<file path="config.mk">
export PLATFORM = sky130hd
export DESIGN_NAME = prwd_rem
export DESIGN_NICKNAME = d
export VERILOG_FILES = /design/src/sv/page_range_work_dispenser_assert.svh /design/src/sv/prwd_pkg.sv /design/src/sv/prwd_rem.sv
export SDC_FILE = /design/constraint.sdc
export NUM_CORES = 1
export LEC_CHECK = 0
export BUFFER_PORTS_ARGS = -buffer_cell sky130_fd_sc_hd__buf_2
export CORE_MARGIN = 3
export CORE_UTILIZATION = 50
export DETAILED_ROUTE_END_ITERATION = 10
export PLACE_DENSITY = 0.75
export SLEW_MARGIN = 10
export SYNTH_ARGS = -nofsm -noshare
export SYNTH_HDL_FRONTEND = slang
export SYNTH_SLANG_ARGS = --single-unit
export TNS_END_PERCENT = 50
</file>
<file path="constraint.sdc">
create_clock -name clk -period 2.64 [get_ports clk]
set_input_delay 0.528 -clock clk [delete_from_list [all_inputs] [get_ports clk]]
set_output_delay 0.528 -clock clk [all_outputs]
set_load 0.03 [all_outputs]
</file>
<file path="src/sv/page_range_work_dispenser_assert.svh">
// Assertion macros for the page range work dispenser.
// Included by the top level; no other dependencies.
`ifndef PAGE_RANGE_WORK_DISPENSER_ASSERT_SVH
`define PAGE_RANGE_WORK_DISPENSER_ASSERT_SVH
`ifndef NO_ASSERTIONS
`define PRWD_ASSERT_SAME(label, clk, rst_n, ante, cons, msg) \
  label: assert property (@(posedge clk) disable iff (!rst_n) (ante) |-> (cons)) \
    else $error(msg);
`define PRWD_ASSERT_NEXT(label, clk, rst_n, ante, cons, msg) \
  label: assert property (@(posedge clk) disable iff (!rst_n) (ante) |=> (cons)) \
    else $error(msg);
`else
`define PRWD_ASSERT_SAME(label, clk, rst_n, ante, cons, msg)
`define PRWD_ASSERT_NEXT(label, clk, rst_n, ante, cons, msg)
`endif
`endif

</file>
<file path="src/sv/prwd_pkg.sv">
// Shared types and constants of the page range work dispenser.
// No dependencies.
package prwd_pkg;
  localparam int VW            = 34;  // internal block arithmetic width
  localparam int CW            = 21;  // unit size times node count
  localparam int UW            = 17;  // unit size register
  localparam int NCFGW         = 5;   // node count register
  localparam int PW            = 32;  // block numbers on the ports
  localparam int KEYW          = 16;
  localparam int CFG_IW        = 1;
  localparam int SMALL_DIV     = 16;
  localparam int DEF_MAX_TASKS = 4;
  localparam int DEF_MAX_NODES = 16;

  typedef logic signed [VW-1:0] val_t;

  typedef struct packed {
    val_t head_lo;
    val_t head_hi;
    val_t tail_lo;
    val_t tail_hi;
    val_t cursor;
  } node_ent_t;

  typedef enum logic [2:0] {
    ST_GRANT      = 3'd0,
    ST_EMPTY      = 3'd1,
    ST_ROUND_DONE = 3'd2,
    ST_FULL       = 3'd3,
    ST_BEYOND     = 3'd4
  } status_t;

  typedef enum logic [CFG_IW-1:0] {
    CFG_NODE_COUNT = 1'b0,
    CFG_UNIT_SIZE  = 1'b1
  } cfg_idx_t;
endpackage

</file>
<file path="src/sv/prwd_rem.sv">
// Bit-serial restoring remainder unit, one dividend bit per cycle.
// Depends on prwd_pkg.
module prwd_rem
  import prwd_pkg::*;
(
  input  logic          clk,
  input  logic          rst_n,
  input  logic          start,
  input  logic [VW-1:0] dividend,
  input  logic [CW-1:0] divisor,
  output logic          done,
  output logic [CW-1:0] rem
);
  localparam int CNTW = $clog2(VW);

  logic            busy_r;
  logic            done_r;
  logic [CNTW-1:0] cnt_r;
  logic [VW-1:0]   dvd_r;
  logic [CW-1:0]   dvs_r;
  logic [CW-1:0]   rem_r;
  logic [CW:0]     trial;
  logic [CW:0]     diff;

  // shift in the next dividend bit and try to subtract
  always_comb begin
    trial = {rem_r, dvd_r[VW-1]};
    diff  = trial - {1'b0, dvs_r};
  end

  always_ff @(posedge clk) begin
    if (!rst_n) begin
      busy_r <= 1'b0;
      done_r <= 1'b0;
    end else begin
      done_r <= 1'b0;
      if (start) begin
        busy_r <= 1'b1;
        cnt_r  <= '0;
        rem_r  <= '0;
        dvd_r  <= dividend;
        dvs_r  <= divisor;
      end else if (busy_r) begin
        rem_r <= diff[CW] ? trial[CW-1:0] : diff[CW-1:0];
        dvd_r <= {dvd_r[VW-2:0], 1'b0};
        cnt_r <= cnt_r + 1'b1;
        if (cnt_r == CNTW'(VW - 1)) begin
          busy_r <= 1'b0;
          done_r <= 1'b1;
        end
      end
    end
  end

  assign done = done_r;
  assign rem  = rem_r;
endmodule

</file>
==> Word-level counts from Yosys, hierarchy flattened <==
Cells that the tools add are included.
{ "totals": {"word_cells": 24, "ff_bits": 84} }
{ "op_classes": {"add_sub_neg": 2, "bitwise_logic": 2, "n_reduce_logical": 4, "eq_ne": 1, "n_mux": 9} }
{ "op_table": {"columns": ["operator", "count"], "rows": [
  ["34-bit two-way mux", 2],
  ["21-bit two-way mux", 2],
  ["22-bit by 21-bit subtractor with 22-bit output", 1],
  ["6-bit by 1-bit adder with 6-bit output, second input constant", 1],
  ["6-bit equality test, second input constant", 1],
  ["6-bit two-way mux", 1],
  ["1-bit two-way mux", 4],
  ["2-bit AND reduction", 2],
  ["3-bit OR reduction", 1],
  ["1-bit inverter", 2],
  ["2-bit nonzero test", 1]
]} }

==> Depth between registers and ports, before layout <==
{ "logic_depth": {"word_depth": 4, "ltp_mapped": 11, "ltp_nobuf": 11} }

==> Worst setup path before layout <==
No wires, ideal clock.
{ "synth_path": {"path_type": "reg-to-reg", "from": "reg rem_r[7], in the netlist rem[7]", "to": "reg rem_r[10], in the netlist rem[10] (data pin)", "path_buffers": 1, "arrival_ns": 2.526, "setup_slack_ns": -0.154, "path_stages_with_launch": 11, "t_required_ns": 2.373, "path_cell_list": "edfxtp_1 ha_1 a21o_1 and3_4 nor3_2 a21oi_4 a21oi_4 mux2_4 buf_2 nand4b_1 o31ai_1"} }
{ "synth_between": {"elab_chain_cells": 3} }
{ "synth_rtl": {"columns": ["element", "line", "rtl"], "rows": [
  ["start: declaration", "prwd_rem.sv:21", "logic [CW-1:0] rem_r;"],
  ["start signal: assignment", "prwd_rem.sv:44", "rem_r <= diff[CW] ? trial[CW-1:0] : diff[CW-1:0];"],
  ["22-bit by 21-bit subtractor with 22-bit output", "prwd_rem.sv:28", "diff = trial - {1'b0, dvs_r};"],
  ["21-bit two-way mux", "prwd_rem.sv:44", null],
  ["21-bit two-way mux", "prwd_rem.sv:43", "end else if (busy_r) begin"]
]} }
Every way passes these cells. The select of a mux whose other input is x is not followed.
A chain may end at the register's enable or synchronous reset.

==> Final worst setup path <==
{ "layout_path": {"from": "reg rem_r[11], in the netlist rem[11]", "to": "reg rem_r[0], in the netlist rem[0] (data pin)"} }
The elaborated chain is that of the path after synthesis.

==> impl_metrics.py <==
metrics = {
    "setup_path": {
        "crit_path_frequent_cell": "a21oi_4",
        "crit_path_start": "rem[11]",
        "reg2reg_from": "rem[11]",
        "slowest_delay_ns": 0.48,
        "cp_data_arrival_time_ns": 2.84,
        "cp.depth": 10,
        "cp-start-kind": "flip-flop",
        "cp_slowest_cell": "or4_4",
        "cp.buffers_inverters": 1,
        "path_class": "flip-flop to flip-flop",
        "cp_max_fo": 8,
        "cp-end-kind": "flip-flop",
        "crit_family": "compound AO/OA/AOI/OAI gates",
        "crit_required_ns": 2.82,
        "path_cells": "ha_4 -> a21o_1 -> or2b_1 -> o31ai_4 -> a21oi_4 -> a21oi_4 -> mux2i_4 -> buf_12 -> or4_4 -> o31ai_2",
        "reg2regPathDepth": 10,
    },
    "floorplan": {
        "io_pins": 80,
        "rows": 34,
        "start_util": 0.5195,
        "die_w_um": 101.7,
        "die_h_um": 101.7,
        "die-area_mm2": 0.01033,
        "core_area_mm2": 0.008806,
    },
    "clocking": {
        "path_clk_slew_ns": 0.09,
        "clkSinkCount": 84,
        "cts_hold_buffers": 0,
        "root_buffer": "clkbuf_8",
        "insertion_delay_ns": 0.36,
        "cts_buffers": 9,
        "cts_tree": "built",
        "cts_buffer_depth": 2,
        "cts.htree.levels": 3,
    },
    "timing": {
        "final.setup.worst_slack_ns": -0.02027,
        "setup-violations-final": 2,
        "fin_skew_ns": 0.01177,
        "fmax_ghz": 0.3759,
        "drv_slew": 0,
        "max_slew_margin": 0.5886,
        "grt_setup_unrepaired": "yes",
        "finalCritPeriodShare": 1.008,
        "hold_viol": 0,
        "fin_tns_setup_ns": -0.03705,
        "period_needed_ns": 2.660,
        "whs_ns": 0.3359,
        "worstMarginPinSlew_ns": 0.6164,
    },
    "cells_and_area": {
        "fin_cells": 582,
        "syn_to_final_growth_pct": 24.32,
        "diodes": 0,
        "final_nets": 551,
        "drive_gt1_frac": 0.4135,
    },
    "drt": {
        "dr_total_vias": 3223,
        "wl_um": 9268,
        "drt_iter0_drc": 142,
        "ant_nets": 0,
        "via_per_inst": 5.538,
        "drc": 0,
        "wl_per_cell_um": 15.92,
        "drt-pass1-iter-count": 4,
    },
    "synth": {
        "yosysSeqAreaShare": 0.5470,
        "synthesis.instances": 365,
        "synth_top_flop_cell": "edfxtp_1",
        "synth_warnings": 0,
        "synth_top_cell_by_area": "edfxtp_1",
        "syn-num-nets": 447,
        "syn_area_per_cell_um2": 12.53,
        "synth_edf_count": 82,
        "syn-cell-area_mm2": 0.004574,
        "synth_seq_cells": 84,
        "synth.top_cells.by_area": "edfxtp_1, mux2_2, ha_1",
        "yosysTopAreaCellShare": 0.5383,
        "synthArstFlopShare": 0,
        "synth_cell_types": 53,
    },
    "grt": {
        "grt_max_degree": 45,
        "grt_pass1_vias": 3105,
        "antenna_found_initial": 0,
        "track_usage": 0.1818,
        "grt_remaining_overflow": 0,
        "grt_pass1_wl_um": 14610,
    },
    "place": {
        "port_buffers": 79,
        "dpl.hpwl_um": 6448,
        "gp_congestion": 0.8399,
        "pre_cts_ws_ns": -0.09088,
        "post-place-cells": 558,
    },
    "power": {
        "pwr_density_cell_mw_per_mm2": 655.6,
        "p_leak_nw": 2.274,
        "vdd_ir_drop_max_v": 0.0003779,
    },
    "flow_run": {
        "maxCapViolCount": 0,
    },
    "outcome": {
        "violations": "setup timing",
        "status": "complete, but fails checks",
    },
    "min_path": {
        "min_path_type": "input pin to flip-flop",
        "hold_depth": 1,
        "min-delay-start": "divisor[9]",
    },
}
[stage by stage]
step           utilization  instance area, um2  power [mW]
6_report            0.6458                5687       3.728
5_1_grt             0.6458                5687       3.915
4_1_cts             0.6290                5539       3.659
3_5_place_dp        0.6016                5298       2.704
3_3_place_gp        0.6016                5298       2.683
2_1_floorplan            -                4688       2.429
[cell usage after synthesis, drive strengths merged, types with 2 or more instances]
cell,count
buf,3
and2,2
and4,2
inv,27
nand3,15
xnor2,14
nand2b,7
nand4,2
or3,2
nand2,10
edfxtp,82
a21boi,2
o31ai,10
o211ai,6
dfxtp,2
xor2,6
mux2i,2
a21oi,27
nor2,15
nor2b,2
o21ai,19
mux2,34
clkbuf,10
nand4b,7
ha,23
o21a,9
or4,2
a21o,9
[worst paths after layout]
path	to	slack, ns
worst max-delay path	rem[0]	-0.02
worst min-delay path	dvs_r[9]	0.34
worst max register to register	rem[0]	-0.02
worst min register to register	done	0.55
[flip-flops by register name, indices dropped and copies added, names as in the netlist]
signal / cells
cnt_r: 6
done: 1
dvd_r: 34
busy_r: 1
dvs_r: 21
rem: 21
[cell families after synthesis]
group                      share of synthesized area
muxes                                        0.08971
adders and majority gates                    0.06729
and+or+nand+nor                              0.09163
DFF                                           0.5470
AOI/OAI and AO/OA                             0.1313
xor gates and xnor gates                     0.03829
buffers and inverters                        0.03474
[power breakdown]
group / switching, mW / internal [mW] / leakage, nW
registers: 0.0604 / 1.61 / 0.802
logic: 0.615 / 0.513 / 1.38
clock network: 0.492 / 0.442 / 0.0952
[cells in the final DEF, fill, tap and decap left out, types with 6 or more instances in the layout]
master	netlist	layout
o21ai_0	18	10
a21oi_1	25	22
o21a_1	9	8
xor2_1	6	6
ha_4	0	9
nand4b_1	7	7
o211ai_1	6	6
nor2_1	14	14
mux2_2	33	33
inv_1	27	24
ha_1	23	14
edfxtp_1	82	82
nand2_1	10	10
buf_2	1	79
nand2b_1	7	7
clkbuf_8	0	9
buf_4	0	23
a21o_1	8	8
xnor2_1	14	14
nand3_1	15	15
[layer usage]
metal / up-vias / global-route usage / wire length (um)
li1: 1590 / - / -
met1: 1540 / 0.2454 / 4332
met2: 79 / 0.2802 / 4280
met3: 14 / 0.05096 / 501
met4: 0 / 0.06851 / 153
met5: - / 0 / 0
[layout make-up]
| cell class | count | area (um2) |
|---|---|---|
| Multi-Input combinational cell | 242 | 2140 |
| Tap cell | 108 | 135.1 |
| Timing Repair Buffer | 105 | 610.6 |
| Fill cell | 683 | 3119 |
| Inverter | 27 | 101.3 |
| Sequential cell | 84 | 2502 |
| Clock inverter | 7 | 73.82 |
| Clock buffer | 9 | 123.9 |
[timing repair]
action	in CTS	in global routing
gates resized for setup	10	26
endpoints found under the setup margin	19	21
gates cloned	0	1
buffers inserted	0	7
pin swaps	2	33
Note: power is estimated with default switching activity, not from simulation.
