==> config.mk <==
export PLATFORM = sky130hd
export DESIGN_NAME = prwd_ram
export DESIGN_NICKNAME = d
export VERILOG_FILES = /design/src/sv/page_range_work_dispenser_assert.svh /design/src/sv/prwd_ram.sv
export SDC_FILE = /design/constraint.sdc
export NUM_CORES = 1
export LEC_CHECK = 0
export BUFFER_PORTS_ARGS = -buffer_cell sky130_fd_sc_hd__buf_4
export CAP_MARGIN = 20
export CORE_MARGIN = 5
export CORE_UTILIZATION = 50
export CTS_CLUSTER_SIZE = 25
export DETAILED_ROUTE_END_ITERATION = 10
export PLACE_DENSITY_LB_ADDON = 0.2
export SLEW_MARGIN = 10
export SYNTH_ARGS = -nofsm -noshare
export SYNTH_HDL_FRONTEND = slang
export SYNTH_SLANG_ARGS = --single-unit
export TNS_END_PERCENT = 100
==> constraint.sdc <==
create_clock -name clk -period 1.9 [get_ports clk]
set_input_delay 0.19 -clock clk [delete_from_list [all_inputs] [get_ports clk]]
set_output_delay 0.19 -clock clk [all_outputs]
set_load 0.005 [all_outputs]
==> src/sv/page_range_work_dispenser_assert.svh <==
// Assertion macros for the page range work dispenser.
// Included by the top level; no other dependencies.
`ifndef PAGE_RANGE_WORK_DISPENSER_ASSERT_SVH
`define PAGE_RANGE_WORK_DISPENSER_ASSERT_SVH
`ifndef NO_ASSERTIONS
`define PRWD_ASSERT_SAME(label, clk, rst_n, ante, cons, msg) \
  label: assert property (@(posedge clk) disable iff (!rst_n) (ante) |-> (cons)) \
    else $error(msg);
`define PRWD_ASSERT_NEXT(label, clk, rst_n, ante, cons, msg) \
  label: assert property (@(posedge clk) disable iff (!rst_n) (ante) |=> (cons)) \
    else $error(msg);
`else
`define PRWD_ASSERT_SAME(label, clk, rst_n, ante, cons, msg)
`define PRWD_ASSERT_NEXT(label, clk, rst_n, ante, cons, msg)
`endif
`endif

==> src/sv/prwd_ram.sv <==
// Generic single-write, single-read RAM with registered read data.
// No dependencies.
module prwd_ram #(
  parameter int WIDTH  = 8,
  parameter int DEPTH  = 16,
  parameter int ADDR_W = (DEPTH > 1) ? $clog2(DEPTH) : 1
) (
  input  logic              clk,
  input  logic              we,
  input  logic [ADDR_W-1:0] waddr,
  input  logic [WIDTH-1:0]  wdata,
  input  logic [ADDR_W-1:0] raddr,
  output logic [WIDTH-1:0]  rdata
);
  logic [WIDTH-1:0] mem [DEPTH];

  // write port and registered read port
  always_ff @(posedge clk) begin
    if (we) begin
      mem[waddr] <= wdata;
    end
    rdata <= mem[raddr];
  end
endmodule

# Word-level counts from Yosys, hierarchy flattened
# Memories as Yosys holds them, arrays and structs flattened. A register that Yosys moved wholly into a read port is not among the register bits.
# Index checks and enable logic that the tools add are counted.
# W data, S select, Z words.
totals:
  n_memories: 1
  mem_bits_rw: 128
  regBits: 0
  elab_cells: 3
classes:
  mux: 2
mem_list:
  columns: ["name", "depth", "width", "rd", "rd_ports_with_merged_regs", "wr", "line", "text"]
  rows:
  - ["mem", 16, 8, 1, 1, 1, "prwd_ram.sv:15", "logic [WIDTH-1:0] mem [DEPTH];"]
ops:
  columns: ["operator", "count"]
  rows:
  - ["$mux W1", 2]

# Logic depth before layout (Yosys ltp)
# Gate-level depths: netlist of the first run.
depth:
  ltp_word: 2
  mapped_depth: 5
  depth_no_buf: 3

# Least setup slack after synthesis of the first run
# Ideal clock, no wire load.
synth_timing:
  path_type: "input -> register"
  from: "input waddr[2]"
  to: "memory mem[0][0], enable pin"
  stages: 2
  setup_ps: 383
  arrival_ps: 1300
  path_slack_ps: 217
  path_buffers: 0
  t_required_ps: 1517
  path_cell_list: "or3b_2 -> nor3_1"
synth_lines:
  columns: ["item", "line", "text"]
  rows:
  - ["from (decl)", "prwd_ram.sv:10", "input logic [ADDR_W-1:0] waddr,"]
  - ["to (decl)", "prwd_ram.sv:15", null]
# No word-level cell before the write port.

==> results.md, run 1 <==
- Status: completed
- Starting DRT DRC Count: 160
- Top delay family on crit path: multiplexers
- Syn_nets: approximately 250
- Core Area: between 10000 and 15000 um2
- FP Rows: 37
- Via count: around 2400
- WP buf/inv: 0
- Synth top area share: 0.747
- Final core occ: 0.617
- Multi-input gate area: 1060 um2
- Vias in the first global route: between 2000 and 3000
- Prevailing post-synth register cell: edfxtp_1
- Largest family of logic cells by synthesized area: multiplexers
- Initial core utilization: 0.505
- Setup TNS: 0 ns
- EDFF count, synth: 128
- Final-report setup violation count: 0
- CTS clk-pin slew, worst paths: approximately 0.060 ns
- FF+latch count, synth: 136
- Hold depth: 3
- Drt pass-1 iters: 4
- Synth Instances: 229
- Leakage: approximately 2.2 nW
- Worst Max-Slew Pin Slew: 0.414 ns
- GRT Total Usage: 0.169
- VDD IR-drop max: approximately 0.55 mV
- Critical-path cell list: mux4_2 > a22oi_1 > nand2_1
- Final period util: 0.736
- Yosys Warn Count: 0
- Vias per inst: 5.48
- Max Clock Skew: ~0.0042 ns
- Nets@finish: between 300 and 400
- Mapped Area: 5150 um2
- CTS tree: built
- Relative slew slack: 0.724
- Adder-cell share of the synthesized area: 0
- Mux cell area share after synthesis: 0.150
- Post-synth top area cell: edfxtp_1
- Final wirelength: 9680 um
- Post-synthesis compound-gate area fraction: 0.0233
- Num CTS Buffers: 17
- Register area: 4000 um2
- Fin crit period: roughly 1.4 ns
- CP peak stage delay: ~0.46 ns
- Gr ovfl total: 0
- Width of the die: about 110 um
- Worst-Skew Late Latency: about 0.5 ns
- Ant. Diodes: 0
- XOR/XNOR share of the synthesized area: 0
- Post-cts resize count: 0
- Slew Limit Fails: 0
- Post-DP HPWL: roughly 6300 um
- DRC viols: 0
- Nature of the critical path startpoint: flop
- DRT antenna net count: 0
- Crit path arrival time: about 1.8 ns
- Reg2Reg Depth: 3
- Count leader, synth: edfxtp_1
- CP max stage cell: mux4_2
- Critical Path RT: 2.29 ns
- Setup crit end kind: flop
- Chip Height: 111 um
- Fillers: 723
- Clock Root Buffer: clkbuf_8
- Min-Delay Path Class: primary input to flop
- Ys async rst share: 0
- Post-synth top cells: edfxtp_1 (128), mux4_2 (18), a22oi_1 (16)
- Port Buffers: 25
- Unrepaired setup endpoints after global routing: false
- Register area share after synthesis: 0.778
- Highest Clock Rate: approximately 720 MHz
- Mean post-synth cell area: 22.5 um2
- Die ar.: roughly 12000 um2
- Synth top area cells: edfxtp_1 (75%), mux4_2 (7.9%), mux4_1 (7.1%), dfxtp_1 (3.1%), a22oi_1 (2.3%)
- Max-cap viol count: 0
- H-Tree Depth: 4
- Critical path depth: 3
- WL/cell: ~22 um
- Hold Violations, Final: 0
- Pin count of the biggest net entering global routing: 18
- Simple-Gate Fraction of Synth Area: 0.0318
- Io pins: 26
- First-pass GRT wire length: about 15000 um
- Netlist cell types: 19
- Pwr Density: ~1100 nW/um2
- Clk sinks: approximately 140
- Syn-to-layout area delta: 22.0%
- Layout cells sized above 1: 0.298
- Final RePlAce weighted congestion: approximately 0.73
- WS Path Type: flop to flop
- Worst Path Max Fanout: 1
- Initial antenna violation count: 0
- Clock tree buffer depth: 2
==> metrics by stage <==
| stage | instance area (um2) | instances | worst slack (ns) | total power, W | hold WS, ns |
|---|---|---|---|---|---|
| after floorplan | 5150 | 229 | 0.217 | 0.00360 | 0.289 |
| after global placement | 5640 | 405 | 0.185 | 0.00377 | 0.493 |
| after detailed placement | 5640 | 405 | 0.196 | 0.00378 | 0.503 |
| after CTS | 6280 | 445 | 0.531 | 0.00685 | 0.165 |
| after global routing | 6280 | 445 | 0.454 | 0.00703 | 0.173 |
| final | 6280 | 445 | 0.502 | 0.00679 | 0.198 |
==> state kept, by name, summed over array words and instances, names as in the netlist <==
register / count
mem: 128
rdata: 8
==> metal layers <==
metal / GRT usage / part of all wire / vias up / routed length (um)
li1: - / - / 1109 / -
met1: 0.222 / 0.42 / 1240 / 4080
met2: 0.266 / 0.50 / 75 / 4860
met3: 0.0484 / 0.058 / 14 / 557
met4: 0.0779 / 0.020 / 0 / 189
met5: 0 / 0 / - / 0
==> worst min-delay path: cells and delay by family <==
family	cells	cell delay (ns)
and+or+nand+nor	1	0.05
buffers and inverters	2	0.29
==> report_power, final <==
group | internal [W] | switching, W
Clock | 0.00196 | 0.00110
Combinational | 0.000173 | 0.000174
Sequential | 0.00336 | 0.0000185
==> path summary, 6_finish.rpt <==
check | startpoint | endpoint | slack (ns)
setup / recovery | mem[1][6] | rdata[6] | 0.50
hold / removal | waddr[0] | mem[4][0] | 0.20
setup reg to reg | mem[1][6] | rdata[6] | 0.50
hold reg to reg | mem[15][0] | rdata[0] | 0.66
==> cells in the final DEF (no fill, tap or decap) <==
master         instances
a22oi_1               16
and2_1                 1
and2b_1                1
buf_12                 3
buf_4                 47
bufinv_16              3
clkbuf_1               3
clkbuf_16             16
clkbuf_8               1
clkinv_1               6
clkinv_2               1
clkinvlp_4             2
dfxtp_1                8
dlygate4sd3_1          8
edfxtp_1             128
mux4_1                14
mux4_2                18
nand2_1                9
nand2b_1               2
nand3_1                1
nand3b_1               2
nor2_1                13
nor2b_1                1
nor3_1                 4
or3b_2                 1
==> cells by family (layout without fill, tap and decap cells) <==
family / count (synthesis) / after routing
compound gates: 16 / 16
buf+inv: 10 / 90
flops: 136 / 136
mux: 32 / 32
simple gates: 35 / 35
==> what timing repair did <==
action	4_1_cts	5_1_grt
hold endpoints to repair	128	0
setup buffers	0	0
hold buffers	8	0
==> layout make-up <==
class / count / share of cell area
clock inverter: 12 / 0.0211
sequential: 136 / 0.637
timing repair buffer: 58 / 0.0785
tap: 136 / 0.0271
multi-input combinational: 83 / 0.168
clock buffer: 20 / 0.0677
Note: power is estimated with default switching activity, not from simulation.
==> run 2, diff against run 1 <==
- clock period: 1.9 -> 1.4 ns (I/O delays scaled with it)
==> run 2 against run 1 <==
Clock skew is 0.0041 ns higher. Maximum frequency is 3.2% higher. Die area stayed put. Wire length is 0.24% lower. Sequential power is 36% higher. Utilization is 1.7 points higher. Register-to-register slack worse by 0.46 ns. Critical path depth stayed put. Combinational power is 45% higher. Non-clock buffer count is 10 higher. Final cell count is 2.2% higher. Worst setup slack worse by 0.46 ns. Highest routed layer unchanged.
==> results.md, run 2 (same netlist as run 1, synthesis figures left out) <==
- Clock tree buffer depth: 2 (unchanged)
- Sequential share of power: 0.475 (-0.022)
- P_sw: 0.00191 W (+48%)
- WL/cell: 21.2 um (-2.4%)
- GR Util met1: 0.246 (+0.0238)
- Vias in the first global route: 2579 (+1.2%)
- WP buf/inv: 0 (unchanged)
- Pwr Density: 1490 nW/um2 (+38%)
- FP Rows: 37 (unchanged)
- Grt met2 use: 0.263 (-0.00322)
- Port Buffers: 25 (unchanged)
- Ant. Diodes: 0 (unchanged)
- Nature of the critical path startpoint: flop
- CP peak stage delay: 0.55 ns (+0.09 ns)
- Switching Share: 0.199 (+0.00823)
- Die ar.: 12400 um2 (unchanged)
- Worst Path Max Fanout: 1 (unchanged)
- Dpl cells: 415 (+2.5%)
- Max FFs per register: 128 (unchanged)
- DRC viols: 0 (unchanged)
- WS Path Type: flop to flop
- Relative slew slack: 0.491 (-0.233)
- Final cell count without fillers: 455 (+2.2%)
- Worst Max-Slew Pin Slew: 0.762 ns (+0.348 ns)
- Initial antenna violation count: 0 (unchanged)
- Unrepaired setup endpoints after global routing: false
- Highest Clock Rate: 738 MHz (+3.2%)
- Internal: 0.00771 W (+40%)
- Critical-path cell list: mux4_1 > a22oi_1 > nand2_1
- First-pass GRT wire length: 15600 um (+3.3%)
- Syn-to-layout area delta: 25.3%
- CP max stage cell: mux4_1
- Final-report setup violation count: 0 (unchanged)
- CTS clk-pin slew, worst paths: 0.06 ns (about the same)
- Slew Limit Fails: 0 (unchanged)
- Drt pass-1 iters: 5 (+1)
- DRT antenna net count: 0 (unchanged)
- Max-cap viol count: 0 (unchanged)
- Core Area: 10200 um2 (unchanged)
- Comb power frac: 0.052 (about the same)
- GRT Total Usage: 0.171 (+0.00142)
- Clk sinks: 136 (unchanged)
- Final core occ: 0.633 (+0.0166)
- Vias per inst: 5.39 (-1.6%)
- Post-DP HPWL: 6210 um (-2.1%)
- Most flop-heavy register: mem
- GR peak layer: met2
- Final RePlAce weighted congestion: 0.775 (+5.8%)
- Chip Height: 111 um (unchanged)
- Leakage: 2.24 nW (+4.0%)
- Crit path arrival time: 1.75 ns (-0.04 ns)
- CTS tree: built
- H-Tree Depth: 4 (unchanged)
- Min-Delay Path Class: primary input to flop
- Most frequent cells in the layout: edfxtp_1 (128), buf_4 (56), mux4_2 (18)
- Most common cell after layout, fill and taps aside: edfxtp_1
- Starting DRT DRC Count: 137 (-14%)
- Top delay family on crit path: multiplexers
- Fin crit period: 1.35 ns (-0.0435 ns)
- Nets@finish: 324 (+3.2%)
- VDD IR-drop max: 0.900 mV (+63%)
- Pwr Total: 0.00963 W (+42%)
- Via count: 2452 (+0.57%)
- Status: completed
- Gr ovfl total: 0 (unchanged)
- Num CTS Buffers: 17 (unchanged)
- Worst-Skew Late Latency: 0.51 ns (about the same)
- Clock share of power: 0.473 (+0.021)
- Clock Root Buffer: clkbuf_8
- Max Clock Skew: 0.00831 ns (+0.00408 ns)
- Hold Violations, Final: 0 (unchanged)
- Final period util: 0.967 (+0.232)
- Met3 usage in global routing: 0.0446 (-0.00380)
- Layout cells sized above 1: 0.357 (+0.0596)
- Width of the die: 111 um (unchanged)
- Io pins: 26 (unchanged)
- Regs by FF count: mem (128), rdata (8)
- Final wirelength: 9660 um (-0.24%)
- Critical Path RT: 1.80 ns (-0.49 ns)
- Initial core utilization: 0.505 (unchanged)
- Setup crit end kind: flop
- Pin count of the biggest net entering global routing: 25 (+7)
[run 2: changes by cell type in the layout (fill, tap and decap cells not counted), sizes merged]
cell,delta
buf,+10
inv,+3
clkbuf,-2
bufinv,+1
clkinv,-2
[run 2: cell type report]
type                    count  area (um2)
multi-input cells          83        1080
well taps                 136         170
fillers                   722        3730
flip-flops and latches    136        4000
repair buffers             68         581
clock inverters            14         196
clock buffers              18         418
[run 2: what timing repair did]
action / CTS / global route
setup buffers: 0 / 0
endpoints found under the setup margin: 0 / 4
endpoints found under the hold margin: 128 / 0
hold buffers: 8 / 0
resized for setup: 0 / 4
[run 2: final timing paths]
path	from	end	slack, ns	depth (start not counted)
setup / recovery	mem[5][3]	rdata[3]	0.05	3
hold / removal	waddr[0]	mem[4][3]	0.15	3
setup reg to reg	mem[5][3]	rdata[3]	0.05	3
hold reg to reg	mem[15][1]	rdata[1]	0.66	3
[run 2: worst min-delay path, cell delays in order]
cell,delay [ns]
buf_4,0.13
nor3_1,0.07
buf_4,0.15
[run 2: routing by layer]
layer	up-vias	part of all wire
li1	1125	-
met1	1236	0.44
met2	84	0.49
met3	7	0.063
met4	0	0.0090
met5	-	0
[run 2: power groups by stage]
stage	clock [W]	sequential (W)	combinational (W)
floorplan	0	0.00466	0.000231
global placement	0	0.00466	0.000473
detailed placement	0	0.00466	0.000480
CTS	0.00460	0.00458	0.000502
global route	0.00483	0.00458	0.000547
finish	0.00455	0.00457	0.000502
[run 2: stage by stage]
step                TNS [ns]  cell area [um2]  hold slack (ns)  setup WS, ns
finish                     0             6450            0.146        0.0458
global route               0             6450            0.147       0.00390
CTS                        0             6430            0.125        0.0276
detailed placement    -0.910             5740            0.453        -0.132
global placement      -0.659             5740            0.439        -0.147
floorplan             -0.147             5150            0.239      -0.00615
